**src/rtl/url_percent_decoder_defines.svh**
```systemverilog
// Assertion macros shared by the URL percent decoder RTL.
`ifndef URL_PERCENT_DECODER_DEFINES_SVH
`define URL_PERCENT_DECODER_DEFINES_SVH

`ifndef SYNTH
// Check a property on every clock edge outside reset.
`define UPD_ASSERT(lbl, prop) \
  lbl: assert property (@(posedge clk) disable iff (rst) (prop)) \
    else $error("url_percent_decoder assertion failed");
// Check a property on every clock edge, reset included.
`define UPD_ASSERT_ALWAYS(lbl, prop) \
  lbl: assert property (@(posedge clk) (prop)) \
    else $error("url_percent_decoder assertion failed");
`else
`define UPD_ASSERT(lbl, prop)
`define UPD_ASSERT_ALWAYS(lbl, prop)
`endif

`endif

```
**src/rtl/upd_pkg.sv**
```systemverilog
// Types, constants and helper functions of the URL percent decoder.
`timescale 1ns / 1ps
`default_nettype none

package upd_pkg;

  localparam logic [7:0] CHAR_PLUS    = 8'h2B;
  localparam logic [7:0] CHAR_SPACE   = 8'h20;
  localparam logic [7:0] CHAR_PERCENT = 8'h25;
  localparam logic [7:0] CHAR_MINUS   = 8'h2D;

  typedef struct packed {
    logic [7:0] in_byte;
    logic       in_last;
  } in_item_t;

  typedef struct packed {
    logic [7:0] out_byte;
    logic       out_last;
    logic       out_empty;
  } out_item_t;

  // One step of the decoder: whether a result comes out, and which.
  typedef struct packed {
    logic      emit;
    out_item_t item;
  } step_res_t;

  typedef struct packed {
    logic       ok;
    logic [3:0] val;
  } hex_digit_t;

  function automatic hex_digit_t hex_val(input logic [7:0] c);
    hex_digit_t d;
    d.ok  = 1'b1;
    d.val = 4'd0;
    if (c >= 8'h30 && c <= 8'h39) begin
      d.val = 4'(c - 8'h30);
    end else if (c >= 8'h61 && c <= 8'h66) begin
      d.val = 4'(c - 8'h61 + 8'd10);
    end else if (c >= 8'h41 && c <= 8'h46) begin
      d.val = 4'(c - 8'h41 + 8'd10);
    end else begin
      d.ok = 1'b0;
    end
    return d;
  endfunction

  function automatic logic is_ws(input logic [7:0] c);
    return (c == CHAR_SPACE) || (c >= 8'h09 && c <= 8'h0D);
  endfunction

  function automatic logic [7:0] plus_to_space(input logic [7:0] c);
    return (c == CHAR_PLUS) ? CHAR_SPACE : c;
  endfunction

  // Escape value of one or two bytes, strtol style, wrapped to 8 bits.
  function automatic logic [7:0] esc_value(input logic [7:0] c1, input logic [7:0] c2,
                                           input logic two);
    hex_digit_t h1;
    hex_digit_t h2;
    logic [7:0] v;
    h1 = hex_val(c1);
    h2 = hex_val(c2);
    h2.ok = h2.ok & two;
    v = 8'd0;
    if (h1.ok) begin
      v = h2.ok ? 8'({h1.val, h2.val}) : {4'd0, h1.val};
    end else if (is_ws(c1) && h2.ok) begin
      v = {4'd0, h2.val};
    end else if (c1 == CHAR_MINUS && h2.ok) begin
      v = 8'(9'd0 - {5'd0, h2.val});
    end
    return v;
  endfunction

endpackage

`default_nettype wire

```
**src/rtl/url_percent_decoder.sv**
```systemverilog
// Top level of the streaming URL percent decoder.
`timescale 1ns / 1ps
`default_nettype none
`include "url_percent_decoder_defines.svh"

// Decodes a URL string one byte per beat: '+' becomes a space, "%%" gives '%',
// and '%' with up to two following bytes gives the hex value of the escape
// (zero values are dropped). Each input beat yields zero or one output beat;
// the beat marked last always yields a result marked last, empty if it carries
// no byte. Throughput is one byte per cycle while out_ready does not stall the
// output; each byte passes the input register and then the output register,
// with the escape state updated as a byte moves from the first to the second.
module url_percent_decoder (
  input  wire logic               clk,
  input  wire logic               rst,
  input  wire logic               in_valid,
  output      logic               in_ready,
  input  wire upd_pkg::in_item_t  in_data,
  output      logic               out_valid,
  input  wire logic               out_ready,
  output      upd_pkg::out_item_t out_data
);

  logic               s1_valid;
  upd_pkg::in_item_t  s1_data;
  logic               adv;
  upd_pkg::step_res_t res;

  // Advance the held byte whenever the output register is free or draining.
  assign adv      = s1_valid && (!out_valid || out_ready);
  assign in_ready = !s1_valid || adv;

  upd_core u_core (
    .clk  (clk),
    .rst  (rst),
    .step (adv),
    .cur  (s1_data),
    .res  (res)
  );

  always_ff @(posedge clk) begin
    if (rst) begin
      s1_valid  <= 1'b0;
      out_valid <= 1'b0;
    end else begin
      if (in_ready) begin
        s1_valid <= in_valid;
      end
      if (adv) begin
        out_valid <= res.emit;
      end else if (out_ready) begin
        out_valid <= 1'b0;
      end
    end
  end

  always_ff @(posedge clk) begin
    if (in_ready && in_valid) begin
      s1_data <= in_data;
    end
    if (adv && res.emit) begin
      out_data <= res.item;
    end
  end

  `UPD_ASSERT(a_empty_is_zero,
    out_valid && out_data.out_empty |-> out_data.out_byte == 8'd0 && out_data.out_last)
  `UPD_ASSERT(a_last_emits, adv && s1_data.in_last |-> res.emit)
  `UPD_ASSERT(a_no_stall_when_free, s1_valid && !out_valid |-> in_ready)
  `UPD_ASSERT_ALWAYS(a_reset_clears, $past(rst) |-> !s1_valid && !out_valid)

endmodule

`default_nettype wire

```
**src/rtl/upd_core.sv**
```systemverilog
// Escape state machine: decodes one byte per step and holds escape state.
`timescale 1ns / 1ps
`default_nettype none

module upd_core (
  input  wire logic               clk,
  input  wire logic               rst,
  input  wire logic               step,
  input  wire upd_pkg::in_item_t  cur,
  output upd_pkg::step_res_t      res
);

  typedef enum logic [1:0] {
    PH_PLAIN = 2'd0,
    PH_PCT   = 2'd1,
    PH_HOLD  = 2'd2
  } phase_t;

  phase_t     phase;
  phase_t     phase_next;
  logic [7:0] first_char;
  logic [7:0] first_char_next;
  logic [7:0] c_sp;
  logic [7:0] b;
  logic       data;

  assign c_sp = upd_pkg::plus_to_space(cur.in_byte);

  always_comb begin
    phase_next      = phase;
    first_char_next = first_char;
    b               = 8'd0;
    data            = 1'b0;
    unique case (phase)
      PH_PCT: begin
        if (cur.in_byte == upd_pkg::CHAR_PERCENT) begin
          b          = upd_pkg::CHAR_PERCENT;
          data       = 1'b1;
          phase_next = PH_PLAIN;
        end else if (cur.in_last) begin
          b          = upd_pkg::esc_value(c_sp, 8'd0, 1'b0);
          data       = (b != 8'd0);
          phase_next = PH_PLAIN;
        end else begin
          first_char_next = c_sp;
          phase_next      = PH_HOLD;
        end
      end
      PH_HOLD: begin
        b          = upd_pkg::esc_value(first_char, c_sp, 1'b1);
        data       = (b != 8'd0);
        phase_next = PH_PLAIN;
      end
      default: begin
        if (cur.in_byte == upd_pkg::CHAR_PERCENT) begin
          phase_next = PH_PCT;
        end else begin
          b          = c_sp;
          data       = 1'b1;
          phase_next = PH_PLAIN;
        end
      end
    endcase
    // Last beat closes the string.
    if (cur.in_last) begin
      phase_next      = PH_PLAIN;
      first_char_next = 8'd0;
    end
    res.emit           = data | cur.in_last;
    res.item.out_byte  = data ? b : 8'd0;
    res.item.out_last  = cur.in_last;
    res.item.out_empty = ~data;
  end

  always_ff @(posedge clk) begin
    if (rst) begin
      phase      <= PH_PLAIN;
      first_char <= 8'd0;
    end else if (step) begin
      phase      <= phase_next;
      first_char <= first_char_next;
    end
  end

endmodule

`default_nettype wire
```
**config.mk**
```make
export PLATFORM = sky130hd
export DESIGN_NAME = url_percent_decoder
export DESIGN_NICKNAME = d
export VERILOG_FILES = /design/src/rtl/upd_pkg.sv /design/src/rtl/url_percent_decoder.sv /design/src/rtl/upd_core.sv
export VERILOG_INCLUDE_DIRS = /design/src /design/src/rtl
export SDC_FILE = /design/constraint.sdc
export NUM_CORES = 1
export LEC_CHECK = 0
export ABC_AREA = 0
export BUFFER_PORTS_ARGS = -buffer_cell sky130_fd_sc_hd__buf_2
export CORE_ASPECT_RATIO = 0.9
export CORE_UTILIZATION = 35
export DETAILED_ROUTE_END_ITERATION = 16
export PLACE_DENSITY_LB_ADDON = 0.2
export SYNTH_ARGS = -nofsm -noshare
export SYNTH_HDL_FRONTEND = slang
export SYNTH_SLANG_ARGS = --single-unit
export TNS_END_PERCENT = 5
```
**constraint.sdc**
```tcl
create_clock -name clk -period 8.84 [get_ports clk]
set_input_delay 0.442 -clock clk [delete_from_list [all_inputs] [get_ports clk]]
set_output_delay 0.442 -clock clk [all_outputs]
set_load 0.01 [all_outputs]
```
==> metrics <==
status=finished clean; largest net degree at the start of global routing=15; CORE AREA=5790 sq um; cell with the biggest individual delay on the critical path=edfxtp_1; Post-Route Utilization=41.9%; Leakage=0.934 nW; fin area=2430 sq um; Final setup viols=0; initial antenna violation count=0; post-CTS setup repair buffer count=0; CTS max path bufs=2; Max VDD drop=between 0.09 and 0.1 mV; Setup crit start=s1_data[2]; unrepaired setup endpoints after global routing=no; register bit total from synthesis=31; CTS tree=built; Worst Path Max Fanout=10; Resize count post-CTS=0; fraction of layout cells with a size suffix above 1=20.7%; fin crit share=42.3%; Max Cap Viol=0; Synth cell types=70; Root Driver=clkbuf_8; clk sinks=31; Rows=26; n_diodes=0; top_reg_cell synth=edfxtp_1; Inst Count DP=about 310; filler cell count=575; initial DRC count=188; Final HPWL DP=3950 um; Fin Clk Skew=0.00432 ns; antenna viol nets, final=0; TNS Setup=0 ns; CP startpoint kind=register; Final Routed Wirelength=approximately 5300 um; Port Buffers=24; Clock Pin Slew Worst Setup and Hold Paths=0.07 ns; routed vias/inst=5.79; via count=1860; gr ovfl total=0; Placement Cell Area=2320 sq um; num ports=25; WP data required=8.78 ns; P&R area growth vs syn=12.9%; WL per Instance=16.7 um; pins over their slew limit=0; DRT Pass-1 Iters=7; Mapped Area=2150 sq um; worst slack at placement=5.14 ns; number of flops mapped to enable cells by yosys=19; Ys Warns=0; vias in the first global route=1761; initial core utilization=37.1%; Final WS setup=around 5.1 ns; hold_ws=0.322 ns; R2R Path Start=s1_data[2]; buffers and inverters on the worst path=1; Die X-Extent=84.6 um; post-synthesis sequential area ratio=37.7%; final hold violations=0; average cell area after synthesis=9.47 sq um; chip height=76.3 um; H-tree depth=2; gpl congestion=~0.90; kind of critical path=register to register; crit path time final=about 3.7 ns; relative max-transition margin=a little over a quarter; total die area=6460 sq um; Final #Nets=273; Hold Path Class=input pin to register; fin cells=321; f_max=0.267 GHz; all-layer global routing usage=17.9%; min-delay src=in_data[0]; Worst-Margin Slew=1.09 ns; Power Density=140 nW/um^2; Worst Setup End Kind=register; post-synthesis cell count=between 200 and 250; Crit path largest cell delay=0.57 ns; first-pass GRT wire length=8830 um; clock latency at the later pin of the worst-skew pair=0.29 ns; CP most frequent cell=ha_1; crit-path cells=inv_1 > ha_1 > o311a_1 > a22oi_1 > nand2_1 > ha_1 > nor2_1 > a311oi_2 > o31ai_4 > a21oi_2 > a21boi_2 > o21ba_1; residual DRC count=0; Syn Nets=250; Num CTS Buffers=5; Top delay family on crit path=compound AO/OA/AOI/OAI gates; Final Power=339 uW; cts hold-fix bufs=0; Critical Path AT=3.68 ns; async set or reset register ratio after synthesis=0%
[cell usage after synthesis (4+ instances only)]
cell / n / area [sq um]
o21ai_0: 6 / 30.0
edfxtp_1: 19 / 571
clkbuf_1: 4 / 15.0
nor2_1: 25 / 93.8
dfxtp_1: 12 / 240
inv_1: 11 / 41.3
a211oi_1: 4 / 30.0
ha_1: 10 / 125
nor3_1: 4 / 20.0
a21oi_1: 14 / 70.1
nor2b_1: 6 / 37.5
nand3_1: 4 / 20.0
nand2_1: 21 / 78.8
a22oi_1: 9 / 67.6
[layout make-up]
cell class	count	area (sq um)	area share (%)
sequential	31	811	33.4
multi-input combinational	176	1260	51.8
timing repair buffer	24	120	4.95
clock inverter	3	38.8	1.60
inverter	12	45.0	1.86
clock buffer	5	68.8	2.84
tap	70	87.6	3.61
[worst reg2reg max path, delay by kind of cell (launching register included)]
kind | cells | cell delay, ns
flip-flops | 1 | 0.57
AO/OA/AOI/OAI | 7 | 1.84
AND/OR/NAND/NOR | 2 | 0.28
adder cells (fa/ha/maj) | 2 | 0.56
buffers and inverters | 1 | 0.12
[sequential cells by signal, indices dropped and copies added (netlist names)]
signal             count
s1_valid               1
out_data              10
u_core.first_char      8
u_core.phase           2
s1_data                9
out_valid              1
[report_power, final]
part	internal, mW	switching (mW)
combinational	0.0137	0.0196
clock	0.0824	0.0554
sequential	0.160	0.00816
total	0.256	0.0832
[metal layers]
layer	vias to the layer above	part of all wire, %	global-route usage [%]	wire length (um)
met2	65	46	26.7	2440
met5	-	0	0	0
met3	9	4.9	4.98	264
li1	908	-	-	-
met1	878	48	24.2	2550
met4	0	1.7	7.80	91
[path summary, 6_finish.rpt]
path	depth (start not counted)	slack, ns	end
setup / recovery	12	5.10	out_data[9]
hold / removal	1	0.32	s1_data[0]
setup reg to reg	12	5.10	out_data[9]
hold reg to reg	2	0.53	u_core.phase[0]
[cells by family after synthesis]
group                    share of synthesized area [%]
XOR/XNOR                                         0.815
flip-flops                                        37.7
buffers and inverters                             3.84
AND/OR/NAND/NOR                                   23.4
AO/OA/AOI/OAI                                     28.4
adder cells (fa/ha/maj)                           5.82
[cells in the final DEF (no fill, tap or decap), drive strengths merged, types with 7 or more instances in the layout]
| cell type | instances |
|---|---|
| a21oi | 16 |
| a22oi | 10 |
| inv | 12 |
| o21ai | 8 |
| buf | 24 |
| nor2b | 7 |
| nor2 | 25 |
| ha | 10 |
| dfxtp | 12 |
| nand2 | 23 |
| edfxtp | 19 |
Power figures use the tool's default switching activity.
